===== src/graph_partition_contraction_top_macros.svh =====
// Assertion macros shared by the graph partition contraction RTL.
`ifndef GRAPH_PARTITION_CONTRACTION_TOP_MACROS_SVH
`define GRAPH_PARTITION_CONTRACTION_TOP_MACROS_SVH

// Same-cycle implication, sampled on i_clk, off while reset is asserted.
`define GPC_ASSERT_IMP(name, rst_n, ante, cons) \
    name: assert property (@(posedge i_clk) disable iff (!(rst_n)) (ante) |-> (cons)) \
    else $error("%m: check failed");

// Next-cycle implication, sampled on i_clk, off while reset is asserted.
`define GPC_ASSERT_NXT(name, rst_n, ante, cons) \
    name: assert property (@(posedge i_clk) disable iff (!(rst_n)) (ante) |=> (cons)) \
    else $error("%m: check failed");

`endif


===== src/gpc_pkg.sv =====
// Shared constants, types and helper functions for the partition contraction block.
package gpc_pkg;

    localparam int NODE_COUNT  = 1024;
    localparam int PART_COUNT  = 64;
    localparam int WEIGHT_BITS = 32;

    localparam int NODE_AW    = $clog2(NODE_COUNT);
    localparam int PART_AW    = $clog2(PART_COUNT);
    localparam int PAIR_COUNT = PART_COUNT * PART_COUNT;
    localparam int PAIR_AW    = $clog2(PAIR_COUNT);

    // Port field widths
    localparam int REQ_W       = 3;
    localparam int NODE_W      = 10;
    localparam int PFIELD_W    = 6;
    localparam int IN_WEIGHT_W = 31;
    localparam int OUT_VALUE_W = 32;
    localparam int PAIR_CNT_W  = 13;

    // Configuration port
    localparam int CFG_AW = 3;
    localparam int CFG_DW = 32;
    localparam logic REG_MERGE_MODE = 1'b0;

    // Front-to-back queue
    localparam int QUEUE_DEPTH = 4;
    localparam int QUEUE_AW    = $clog2(QUEUE_DEPTH);

    // Request codes on the input channel
    localparam logic [REQ_W-1:0] REQ_LOAD    = 3'd0;
    localparam logic [REQ_W-1:0] REQ_NWEIGHT = 3'd1;
    localparam logic [REQ_W-1:0] REQ_EDGE    = 3'd2;
    localparam logic [REQ_W-1:0] REQ_RD_PART = 3'd3;
    localparam logic [REQ_W-1:0] REQ_RD_PAIR = 3'd4;

    typedef logic [2:0] t_op;
    localparam t_op OP_NOP     = 3'd0;
    localparam t_op OP_PWADD   = 3'd1;
    localparam t_op OP_SKIP    = 3'd2;
    localparam t_op OP_EDGE    = 3'd3;
    localparam t_op OP_RD_PART = 3'd4;
    localparam t_op OP_RD_PAIR = 3'd5;

    typedef logic [WEIGHT_BITS-1:0] t_weight;
    typedef logic [PART_AW-1:0]     t_part;

    // Classified command handed from front to back
    typedef struct packed {
        t_op     op;
        t_part   part_a;
        t_part   part_b;
        t_weight weight;
    } t_cmd;

    // One pair store word: valid flag plus weight
    typedef struct packed {
        logic    valid;
        t_weight weight;
    } t_pair_word;

    function automatic t_weight clamp_w(input logic [IN_WEIGHT_W-1:0] w);
        logic [63:0] w64;
        logic [63:0] wmax;
        w64  = 64'(w);
        wmax = (64'd1 << WEIGHT_BITS) - 64'd1;
        return (w64 > wmax) ? '1 : t_weight'(w64);
    endfunction

    function automatic t_weight sat_add(input t_weight a, input t_weight b);
        logic [WEIGHT_BITS:0] s;
        s = {1'b0, a} + {1'b0, b};
        return s[WEIGHT_BITS] ? '1 : s[WEIGHT_BITS-1:0];
    endfunction

    function automatic logic [OUT_VALUE_W-1:0] to_out(input t_weight v);
        logic [63:0] v64;
        v64 = 64'(v);
        return (v64 > 64'hFFFF_FFFF) ? '1 : OUT_VALUE_W'(v64);
    endfunction

endpackage


===== src/gpc_queue.sv =====
// Short command queue between the front end and the back end.
`include "graph_partition_contraction_top_macros.svh"

module gpc_queue (
    input  logic          i_clk,
    input  logic          i_rst_n,
    input  logic          i_push,
    input  gpc_pkg::t_cmd i_cmd,
    output logic          o_full,
    input  logic          i_pop,
    output logic          o_valid,
    output gpc_pkg::t_cmd o_cmd
);

    gpc_pkg::t_cmd                 r_mem [gpc_pkg::QUEUE_DEPTH];
    logic [gpc_pkg::QUEUE_AW-1:0]  r_wr, r_rd;
    logic [gpc_pkg::QUEUE_AW:0]    r_count;
    logic                          do_pop;

    assign o_full  = (r_count == (gpc_pkg::QUEUE_AW+1)'(gpc_pkg::QUEUE_DEPTH));
    assign o_valid = (r_count != '0);
    assign o_cmd   = r_mem[r_rd];
    assign do_pop  = i_pop && o_valid;

    always_ff @(posedge i_clk) begin
        if (!i_rst_n) begin
            r_wr    <= '0;
            r_rd    <= '0;
            r_count <= '0;
        end else begin
            if (i_push) begin
                r_wr <= r_wr + 1'b1;
            end
            if (do_pop) begin
                r_rd <= r_rd + 1'b1;
            end
            case ({i_push, do_pop})
                2'b10:   r_count <= r_count + 1'b1;
                2'b01:   r_count <= r_count - 1'b1;
                default: r_count <= r_count;
            endcase
        end
        if (i_push) begin
            r_mem[r_wr] <= i_cmd;
        end
    end

    // the front end only pushes into space it reserved at accept time
    `GPC_ASSERT_IMP(a_no_push_full, i_rst_n, i_push, !o_full || do_pop)

endmodule


===== config.mk =====
export PLATFORM = sky130hd
export DESIGN_NAME = gpc_queue
export DESIGN_NICKNAME = d
export VERILOG_FILES = /design/src/gpc_pkg.sv /design/src/gpc_queue.sv
export VERILOG_INCLUDE_DIRS = /design/src /design/src/src
export SDC_FILE = /design/constraint.sdc
export NUM_CORES = 1
export LEC_CHECK = 0
export BUFFER_PORTS_ARGS = -buffer_cell sky130_fd_sc_hd__buf_2
export CAP_MARGIN = 30
export CORE_MARGIN = 8
export CORE_UTILIZATION = 35
export CTS_BUF_LIST = sky130_fd_sc_hd__clkbuf_8
export CTS_CLUSTER_SIZE = 28
export DETAILED_ROUTE_END_ITERATION = 7
export PLACE_DENSITY_LB_ADDON = 0.15
export SLEW_MARGIN = 20
export SYNTH_ARGS = -nofsm -noshare
export SYNTH_HDL_FRONTEND = slang
export SYNTH_SLANG_ARGS = --single-unit

===== constraint.sdc =====
create_clock -name i_clk -period 6.5 [get_ports i_clk]
set_input_delay 1.3 -clock i_clk [delete_from_list [all_inputs] [get_ports i_clk]]
set_output_delay 1.3 -clock i_clk [all_outputs]
set_load 0.03 [all_outputs]

# After elaboration in Yosys (flattened, before gate mapping)
# Memories as Yosys holds them, arrays and structs flattened. A register that Yosys moved wholly into a read port is not among the register bits.
# Index checks and enable logic that the tools add are counted.
# word_totals
inputBits	51
ff_bits	7
out_inout_bits	49
word_cells	19
latchBits	0
mem_bits_rw	188
n_memories	1
romBits	0
# op_classes
add_sub_neg	4
n_mux	5
reduce_logical	3
magnitude_cmp	0
n_div	0
n_bitwise	0
n_mul	0
eq_ne	3
shifts	0
# memory_table
name	words	word_bits	read_ports	rd_clocked_by_memory_dff	write_ports	line	rtl
r_mem	4	47	1	1	1	gpc_queue.sv:15	gpc_pkg::t_cmd r_mem [gpc_pkg::QUEUE_DEPTH];
# ops
op	n
$pmux W3 S2	1
$add A2 B1 Y2 const B	2
$mux W2	2
$add A3 B1 Y3 const B	1
$eq A3 B3 Y1 const B	1
$reduce_bool A3 Y1	1
$sub A3 B1 Y3 const B	1
$eq A2 B1 Y1 const B	1
$eq A2 B2 Y1 const B	1
$mux W1	2
$reduce_bool A2 Y1	1
$logic_and A1 B1 Y1	1

# Depth between registers and ports, before layout
# Gate-level depths: netlist of the first run.
# depth
depth_word	4
mapped_depth	7
depth_no_buf	7

# Least setup slack after synthesis of the first run
# No wires, ideal clock.
# synth_path
kind	input to register
start	input i_push
end	memory r_mem[0][0] (netlist bit) (enable)
stages	1
t_arrival_ns	2.428
t_required_ns	6.091
setup_time_ns	0.409
setup_slack_ns	3.663
path_buffers	0
path_cell_list	and2_1
# synth_between
elab_chain_len	2
# synth_lines
element	line	rtl
start, declared	gpc_queue.sv:7	input logic i_push,
$mux W1	gpc_queue.sv:43	if (i_push) begin
$mux W1 (not written as such)	gpc_queue.sv:44	r_mem[r_wr] <= i_cmd;
end, declared	gpc_queue.sv:15	
# Every way passes these cells.

==> key figures, run 1 <==
Global routing
  – All-Layer GR Usage: 0.114
  – First-pass GRT wire length: 21.8 mm
  – Largest net degree at the start of global routing: 48
  – Initial antenna violation count: 2
  – Total gr overflow: 0
  – Vias in the first global route: 3691

Critical path
  – Crit-path max FO: 26
  – Startpoint Class: flop
  – Critical-path cell list: buf_16, mux4_2, buf_2
  – Worst path slowest cell: dfxtp_4
  – Critical path data required time: 5.20 ns
  – Slowest Stage Delay on Critical Path: 0.69 ns
  – CP arrival: 2.22 ns
  – Crit path kind: flop to primary output
  – Crit. End Element: primary output

Floorplanning
  – Die width: 160 um
  – Ports: 100
  – Die Height: 160 um
  – Die area: 25600 sq um
  – Core Area: 20300 sq um
  – Starting Density: 0.358
  – Core Rows: 52

Clock tree
  – CTS root buf: clkbuf_8
  – Number of H-tree levels: 4
  – Hold buffer count at CTS: 0
  – TritonCTS clock tree: yes
  – Clock Latency Late Sink: 0.46 ns
  – PostCTS Resize Cnt: 0
  – Clock slew at reported path FFs: 0.09 ns
  – Setup Fix Bufs, Post-CTS: 0
  – CTS buffer count: 17
  – Max clock buf depth: 2
  – Sink Count: 197

Pwr
  – Sequential group share of total power: 0.515
  – PD cells: 350 nW/um^2
  – PnR Total Power: 0.00295 W
  – VDD IR-drop max: 162 uV
  – Power Internal: 0.00208 W
  – Clock power share: 0.251
  – Leak pwr: 2.79 nW
  – Gate power share: 0.233
  – P_sw: 0.000873 W
  – Switching share of power: 0.296

Logic synthesis
  – Post-synth top area cell: edfxtp_1
  – Count leader, synth: edfxtp_1
  – EDFF count, synth: 188
  – Synth area leaders: edfxtp_1 (78%), mux4_2 (15%), dfxtp_1 (2.5%)
  – Mean Syn Cell Area: 24.9 sq um
  – Distinct cells, synth: 23
  – Synthesized instance count: 292
  – Yosys top cell area share: 0.776
  – Mapped Area: 7270 sq um
  – Synth top cells by count: edfxtp_1 (188), mux4_2 (47), dfxtp_1 (9)
  – Seq/Total Area, Yosys: 0.801
  – Synthesized Nets: 349
  – Register bit total from synthesis: 197
  – Synth Flop Type: edfxtp_1
  – FFs w/ async S/R, synth: 0
  – Synthesis Warnings: 0

Drt
  – DRT iter0 DRCs: 225
  – Antenna-violating nets left: 0
  – WL/cell: 20.5 um
  – Routed Wire Length: 14.1 mm
  – DRC viols: 0
  – Via count: 3266
  – Via density: 4.75
  – Detailed Routing Iterations Pass 1: 4

STA
  – Final hold vios: 0
  – Final Cycle Share: 0.541
  – PnR worst setup slack: 2.98 ns
  – Setup TNS: 0 ns
  – Worst-margin pin slew: 0.755 ns
  – Slew HR: 0.497
  – Pins over their slew limit: 0
  – Fmax: 284 MHz
  – RSZ-0062 raised after global routing: no
  – Fin Hold WS: 0.565 ns
  – Final setup violation count: 0
  – Worst Clk Skew: 0.0139 ns
  – Minimum clock period: 3.52 ns

Cells and area
  – Fin nets: 463
  – Area Growth Syn to Fin: 16.2%
  – Finished Layout Cells: 688
  – Filler cells: 1840
  – Share of post-route cells with drive strength above 1: 0.444

Placement
  – DP HPWL: 8.59 mm
  – I/O Buffers: 99
  – Placed Cells incl. Taps: 657
  – Placement Setup Slack: 3.39 ns
  – Placer's final routability congestion estimate: 0.683

Run
  – Max-Cap Viols: 0

Run status
  – Outcome: complete, no violations

Worst hold path
  – Worst Hold Class: flop to flop
critical path, delay by kind of cell (launching register included):
family	cells	cell delay (ns)
buffers and inverters	2	0.49
flip-flops	1	0.69
multiplexers	1	0.56
state kept, by name (all words and copies together) (netlist names), named ones only:
register	count
r_mem	188
r_count	3
r_rd	2
r_wr	2
metrics by stage:
step	utilization	cell area [sq um]
floorplan	-	7270
global placement	0.397	8050
detailed placement	0.398	8080
CTS	0.416	8440
global route	0.416	8440
finish	0.416	8450
metal layers:
metal / up-vias / wire, um / global-route usage / part of all wire
met2: 76 / 7000 / 0.189 / 0.50
met3: 16 / 754 / 0.0447 / 0.054
li1: 1448 / - / - / -
met1: 1722 / 6150 / 0.134 / 0.44
met4: 4 / 153 / 0.0357 / 0.011
met5: - / 21 / 0 / 0.0015
worst paths after layout:
check                          startpoint                 endpoint  slack [ns]  depth (start not counted)
hold reg to reg   r_count[2]$_SDFFE_PN0P_  r_count[2]$_SDFFE_PN0P_        0.57                          2
setup reg to reg  r_count[0]$_SDFFE_PN0P_  r_count[2]$_SDFFE_PN0P_        4.53                          7
setup / recovery                     flop                o_cmd[15]        2.98                          3
hold / removal    r_count[2]$_SDFFE_PN0P_  r_count[2]$_SDFFE_PN0P_        0.57                          2
cell usage in the layout, fill, tap and decap left out:
cell type,netlist,final
mux2i_1,1,1
xor2_1,2,2
or3_1,2,2
o31a_1,1,1
buf_2,4,99
clkbuf_8,0,17
buf_16,0,1
and2_2,0,4
o21ai_0,2,2
inv_6,0,3
inv_1,6,7
fa_1,1,1
bufinv_16,0,2
buf_4,1,5
and2_1,8,4
edfxtp_1,188,188
o311ai_1,1,1
dfxtp_4,0,1
clkinv_1,0,2
nor2b_1,3,3
a21boi_0,1,1
xnor2_1,3,3
dfxtp_1,9,7
clkinvlp_4,0,1
mux4_2,47,47
and3_1,1,1
nand2_1,1,1
diode_2,0,1
clkinv_4,0,2
ha_1,5,5
clkinv_2,0,2
dfxtp_2,0,1
power groups by stage:
stage / Clock [W] / Combinational, W / Sequential, W
after floorplan: 0 / 0.000562 / 0.00151
after global placement: 0 / 0.000652 / 0.00159
after detailed placement: 0 / 0.000709 / 0.00156
after CTS: 0.000772 / 0.000710 / 0.00153
after global routing: 0.000819 / 0.000738 / 0.00153
final: 0.000742 / 0.000689 / 0.00152
layout make-up:
cell class                 count  area [sq um]  area share
timing repair buffer         105           561      0.0664
sequential                   197          5830       0.690
inverter                       6          22.5     0.00267
clock buffer                  17           234      0.0277
clock inverter                13           133      0.0157
tap                          270           338      0.0400
antenna                        1          2.50    0.000296
multi-input combinational     79          1330       0.157
logic make-up (layout without fill, tap and decap cells):
logic type / Yosys count / after routing / synth area share
other cells: 0 / 1 / 0
mux: 48 / 48 / 0.147
buf+inv: 16 / 141 / 0.0172
xor+xnor: 5 / 5 / 0.00602
simple gates: 15 / 15 / 0.0126
fa+ha+maj: 6 / 6 / 0.0114
compound gates: 5 / 5 / 0.00482
flops: 197 / 197 / 0.801
No activity file was read; power rests on OpenSTA's default activity.
==> inputs of run 2 (changes only) <==
- ABC_AREA: default -> 1
- clock period: 6.5 -> 3 ns (I/O delays scaled with it)
==> run 2 against run 1 <==
Against the previous run: core utilization decreased by 0.27 points; area after synthesis increased by 7.9%; register-to-register slack got worse by 3.3 ns; critical endpoint is now o_cmd[32].
==> key figures, run 2 <==
Run status
  – Outcome: complete, no violations

Clock tree
  – Clock slew at reported path FFs: 0.10 ns
  – TritonCTS clock tree: yes
  – Clock Latency Late Sink: 0.45 ns
  – CTS root buf: clkbuf_8
  – Number of H-tree levels: 4
  – Sink Count: 197
  – CTS buffer count: 17
  – Setup Fix Bufs, Post-CTS: 0
  – Max clock buf depth: 2

Logic synthesis
  – Synthesis Warnings: 0
  – Seq/Total Area, Yosys: 0.742
  – Yosys top cell area share: 0.719
  – Post-synth top area cell: edfxtp_1
  – Register bit total from synthesis: 197
  – Synthesized instance count: 521
  – Distinct cells, synth: 22
  – Synth area leaders: edfxtp_1 (72%), o21ai_0 (5.4%), o22ai_2 (4.3%)
  – FFs w/ async S/R, synth: 0
  – Count leader, synth: edfxtp_1
  – EDFF count, synth: 188
  – Synth Flop Type: edfxtp_1
  – Mean Syn Cell Area: 15.1 sq um
  – Mapped Area: 7850 sq um
  – Synthesized Nets: 578
  – Synth top cells by count: edfxtp_1 (188), o21ai_0 (85), nor2_1 (73)

Floorplanning
  – Ports: 100
  – Starting Density: 0.359
  – Die area: 27500 sq um
  – Die width: 166 um
  – Core Rows: 54
  – Die Height: 166 um
  – Core Area: 21900 sq um

Cells and area
  – Share of post-route cells with drive strength above 1: 0.325
  – Most frequent cells in the layout: edfxtp_1 (188), buf_2 (99), o21ai_0 (85)
  – Largest regs: r_mem: 188 flops, r_count: 3 flops
  – Finished Layout Cells: 913
  – Filler cells: 2018
  – FF/Latch Area: 5830 sq um
  – Most flops, register: r_mem
  – Area Growth Syn to Fin: 15.3%
  – Commonest non-fill, non-tap cell in the layout: edfxtp_1
  – Fin nets: 677
  – Max FFs per register: 188
  – Ant diodes: 0
  – Area of the multi-input gates: 1730 sq um

STA
  – Worst Clk Skew: 0.0137 ns
  – Setup TNS: 0 ns
  – Pins over their slew limit: 0
  – Worst-margin pin slew: 0.572 ns
  – PnR worst setup slack: 0.230 ns
  – Fmax: 361 MHz
  – Final setup violation count: 0
  – RSZ-0062 raised after global routing: no
  – Final hold vios: 0
  – Minimum clock period: 2.77 ns
  – Slew HR: 0.618
  – Final Cycle Share: 0.923

Drt
  – Via density: 4.91
  – DRT iter0 DRCs: 251
  – DRC viols: 0
  – WL/cell: 19.0 um
  – Detailed Routing Iterations Pass 1: 4
  – Routed Wire Length: 17.3 mm
  – Via count: 4481
  – Antenna-violating nets left: 0

Global routing
  – Largest net degree at the start of global routing: 48
  – First-pass GRT wire length: 26.9 mm
  – Vias in the first global route: 4770
  – Total gr overflow: 0
  – Initial antenna violation count: 2
  – All-Layer GR Usage: 0.126

Pwr
  – Sequential group share of total power: 0.485
  – Clock power share: 0.265
  – P_sw: 0.00221 W
  – PD cells: 737 nW/um^2
  – Switching share of power: 0.330
  – PnR Total Power: 0.00667 W
  – Power Internal: 0.00447 W
  – Leak pwr: 3.12 nW
  – VDD IR-drop max: 272 uV
  – Gate power share: 0.250

Critical path
  – Crit. End Element: primary output
  – Slowest Stage Delay on Critical Path: 0.67 ns
  – Delay-heaviest family, CP: flip-flops
  – Critical path data required time: 2.40 ns
  – CP arrival: 2.17 ns
  – Critical-path cell list: inv_6, buf_12, o21ai_0, o22ai_2, buf_2
  – Startpoint Class: flop
  – Crit path kind: flop to primary output
  – Crit-path max FO: 45
  – WP buf/inv: 3
  – Worst path slowest cell: dfxtp_4

Placement
  – Placed Cells incl. Taps: 881
  – I/O Buffers: 99
  – Placement Setup Slack: 0.621 ns
  – Placer's final routability congestion estimate: 0.699
  – DP HPWL: 10.3 mm

Worst hold path
  – Worst Hold Class: input pin to flop

Run
  – Max-Cap Viols: 0
run 2: cell count changes after synthesis, sizes merged, moves of 5 or more:
cell / delta
nor2: +100
o21ai: +96
a21oi: +5
o22ai: +47
buf: +11
clkbuf: +9
and2: -8
nand2: +14
inv: +13
mux4: -47
run 2: routing by layer:
layer | vias up | share of wire | GRT usage
met5 | - | 0.0013 | 0
met4 | 4 | 0.011 | 0.0396
met3 | 18 | 0.035 | 0.0348
met2 | 86 | 0.51 | 0.222
met1 | 2253 | 0.44 | 0.147
li1 | 2120 | - | -
run 2: logic make-up (layout without fill, tap and decap cells):
logic type,Yosys count,after routing,share of synthesized area
flops,197,197,0.742
compound gates,150,150,0.126
simple gates,119,119,0.0834
buf+inv,49,161,0.0378
fa+ha+maj,6,6,0.0105
run 2: through the flow:
| step | util | instance area, sq um | hold WS [ns] |
|---|---|---|---|
| after global placement | 0.394 | 8630 | 0.486 |
| after CTS | 0.413 | 9050 | 0.314 |
| final | 0.413 | 9050 | 0.351 |
| after detailed placement | 0.394 | 8630 | 0.495 |
| after floorplan | - | 7850 | 0.459 |
| after global routing | 0.413 | 9050 | 0.305 |
run 2: worst paths after layout:
check / start / endpoint / slack [ns] / cells after the start
worst max register to register: r_count[1]$_SDFFE_PN0P_ / r_count[2]$_SDFFE_PN0P_ / 1.20 / 11
worst min-delay path: i_cmd[44] / r_mem[1][44]$_DFFE_PP_ / 0.35 / 1
worst max-delay path: flop / o_cmd[32] / 0.23 / 5
worst min register to register: r_rd[1]$_SDFFE_PN0P_ / flop / 0.51 / 2
run 2: what timing repair did:
item                                    4_1_cts  5_1_grt
endpoints found under the setup margin        0        7
resized for setup                             0        1
hold buffers                                  0        0
run 2: cell type report:
cell class / count / area share
flip-flops and latches: 197 / 0.644
well taps: 280 / 0.0387
clock inverters: 15 / 0.0198
inverters: 19 / 0.00843
repair buffers: 110 / 0.0722
multi-input cells: 275 / 0.191
clock buffers: 17 / 0.0259
run 2: power groups by stage:
stage	registers (W)	logic [W]	clock network (W)
2_1_floorplan	0.00325	0.00128	0
6_report	0.00324	0.00167	0.00177
3_3_place_gp	0.00330	0.00168	0
4_1_cts	0.00324	0.00172	0.00182
5_1_grt	0.00325	0.00182	0.00193
3_5_place_dp	0.00330	0.00171	0
run 2: worst register-to-register path: stages, from the launching register on:
cell and delay, ns:
dfxtp_1 0.39, nor2_1 0.07, nand2_1 0.12, nand2_1 0.09, inv_1 0.08, ha_1 0.17
inv_1 0.07, fa_1 0.39, nand2_1 0.10, nand3_1 0.09, nor2_1 0.10, nor2_1 0.05
==> inputs of run 3 (changes only) <==
==> constraint.sdc (replaced) <==
create_clock -name i_clk -period 3 [get_ports i_clk]
set_input_delay 0.15 -clock i_clk [delete_from_list [all_inputs] [get_ports i_clk]]
set_output_delay 0.15 -clock i_clk [all_outputs]
set_load 0.03 [all_outputs]
==> run 3 against run 2 <==
Against the previous run: routed wire length is 0.54% lower; largest power group unchanged; critical path type unchanged; worst hold slack got worse by 0.29 ns; final area up 4.8%; via count grew 3.5%; worst setup slack improved by 0.24 ns; clock-buffer cell count up 2; sequential power hardly changed.
==> key figures, run 3 (same netlist as run 2, synthesis figures left out) <==
Worst hold path
  – Hold_sp: i_push
  – Worst Hold Class: input pin to flop
  – Hold Path Sink: r_wr[0]$_SDFFE_PN0P_
  – Hold path depth: 3

Placement
  – Placed Area: 8630 sq um
  – Placer's final routability congestion estimate: 0.683
  – Placement Setup Slack: 0.927 ns
  – DP HPWL: 10.0 mm
  – I/O Buffers: 99

Critical path
  – CP arrival: 2.38 ns
  – Delay-heaviest family, CP: buffers and inverters
  – R2R setup slack: 1.23 ns
  – Critical-path cell list: buf_4, o21ai_0, o22ai_2, buf_2
  – Startpoint Class: flop
  – Crit-path max FO: 51
  – WP buf/inv: 2
  – Worst R2R Start: r_count[1]$_SDFFE_PN0P_
  – Worst R2R Path Depth: 13
  – Worst path slowest cell: dfxtp_4
  – Crit path kind: flop to primary output
  – R2R Path End: r_count[2]$_SDFFE_PN0P_
  – Slowest Stage Delay on Critical Path: 0.66 ns
  – Critical path data required time: 2.85 ns
  – Crit. End Element: primary output

Clock tree
  – Number of H-tree levels: 4
  – Clock slew at reported path FFs: 0.09 ns
  – Sink Count: 197
  – Setup Fix Bufs, Post-CTS: 0
  – TritonCTS clock tree: yes
  – Max clock buf depth: 2
  – Clock Latency Late Sink: 0.45 ns
  – Hold buffer count at CTS: 49
  – PostCTS Resize Cnt: 0
  – CTS root buf: clkbuf_8
  – CTS buffer count: 17

Pwr
  – Leak pwr: 3.30 nW
  – Switching share of power: 0.330
  – Gate power share: 0.264
  – VDD IR-drop max: 285 uV
  – Power Internal: 0.00436 W
  – Sequential group share of total power: 0.497
  – P_sw: 0.00215 W
  – PD cells: 686 nW/um^2
  – Clock power share: 0.239

Drt
  – Via density: 4.83
  – DRT iter0 DRCs: 198
  – Detailed Routing Iterations Pass 1: 4
  – Antenna-violating nets left: 0
  – Routed Wire Length: 17.3 mm
  – DRC viols: 0
  – WL/cell: 18.0 um
  – Via count: 4638

Floorplanning
  – Die width: 166 um
  – Starting Density: 0.359
  – Core Area: 21900 sq um
  – Die Height: 166 um
  – Die area: 27500 sq um
  – Core Rows: 54
  – Ports: 100

Cells and area
  – Post-Layout Inst Area: 9480 sq um
  – Fin nets: 724
  – Final design utilization: 0.433
  – Largest regs: r_mem: 188 flops, r_count: 3 flops
  – Most frequent cells in the layout: edfxtp_1 (188), buf_2 (99), o21ai_0 (85)
  – Share of post-route cells with drive strength above 1: 0.293
  – Most flops, register: r_mem
  – Commonest non-fill, non-tap cell in the layout: edfxtp_1
  – Area Growth Syn to Fin: 20.8%
  – Max FFs per register: 188

STA
  – Worst-margin pin slew: 0.677 ns
  – Minimum clock period: 2.53 ns
  – Final hold vios: 0
  – Fmax: 395 MHz
  – Worst Clk Skew: 0.00923 ns
  – Slew HR: 0.548
  – RSZ-0062 raised after global routing: no
  – Final Cycle Share: 0.844
  – Setup TNS: 0 ns
  – Final setup violation count: 0
  – Pins over their slew limit: 0
  – Fin Hold WS: 0.0624 ns
  – PnR worst setup slack: 0.467 ns

Global routing
  – Initial antenna violation count: 1
  – Vias in the first global route: 4834
  – Total gr overflow: 0
  – All-Layer GR Usage: 0.125
  – First-pass GRT wire length: 26.7 mm
  – Largest net degree at the start of global routing: 52

Run
  – Max-Cap Viols: 0

Run status
  – Outcome: complete, no violations
[run 3: changes by cell type in the layout (fill, tap and decap cells not counted), moves of 2 or more]
cell,before,now
inv_1,14,18
inv_6,5,1
buf_4,5,2
bufinv_16,3,1
dlygate4sd3_1,0,49
clkinv_2,3,1
clkbuf_8,17,19
[run 3: per-layer routing]
metal | vias to the layer above | wire, um | track usage
li1 | 2220 | - | -
met2 | 86 | 8930 | 0.216
met1 | 2323 | 7400 | 0.149
met4 | 0 | 156 | 0.0357
met3 | 9 | 777 | 0.0355
met5 | - | 0 | 0
[run 3: how the worst max path moves through the flow]
| stage | depth (start not counted) | end | slack (ns) |
|---|---|---|---|
| global route | 4 | o_cmd[35] | 0.26 |
| global placement | 4 | o_cmd[36] | 0.96 |
| floorplan | 4 | r_mem[2][0]$_DFFE_PP_ | 1.09 |
| detailed placement | 4 | o_cmd[32] | 0.93 |
| finish | 4 | o_cmd[32] | 0.47 |
| CTS | 4 | o_cmd[32] | 0.41 |
[run 3: layout make-up]
type,count,area (sq um)
Antenna cell,1,2.50
Clock buffer,19,262
Clock inverter,13,97.6
Fill cell,2023,12400
Inverter,19,73.8
Multi-Input combinational cell,275,1730
Sequential cell,197,5830
Tap cell,280,350
Timing Repair Buffer,157,1140
[run 3: worst reg2reg max path: stages (launching register included)]
cell	delay [ns]
dfxtp_1	0.38
nor2_1	0.06
nand2_1	0.12
nand2_1	0.09
inv_1	0.08
ha_1	0.16
inv_1	0.07
fa_1	0.38
inv_1	0.06
nand2_1	0.04
nand3_1	0.08
nand2_1	0.06
nand2_1	0.05
nor2_1	0.04
[run 3: power by group through the flow]
stage	Combinational, W	Sequential, W	Clock, W
2_1_floorplan	0.00128	0.00325	0
3_3_place_gp	0.00168	0.00330	0
3_5_place_dp	0.00170	0.00330	0
4_1_cts	0.00176	0.00324	0.00161
5_1_grt	0.00186	0.00325	0.00171
6_report	0.00172	0.00324	0.00155
[run 3: stage by stage]
stage	total power [W]	cells
2_1_floorplan	0.00453	521
3_3_place_gp	0.00497	879
3_5_place_dp	0.00500	879
4_1_cts	0.00661	960
5_1_grt	0.00682	961
6_report	0.00650	961
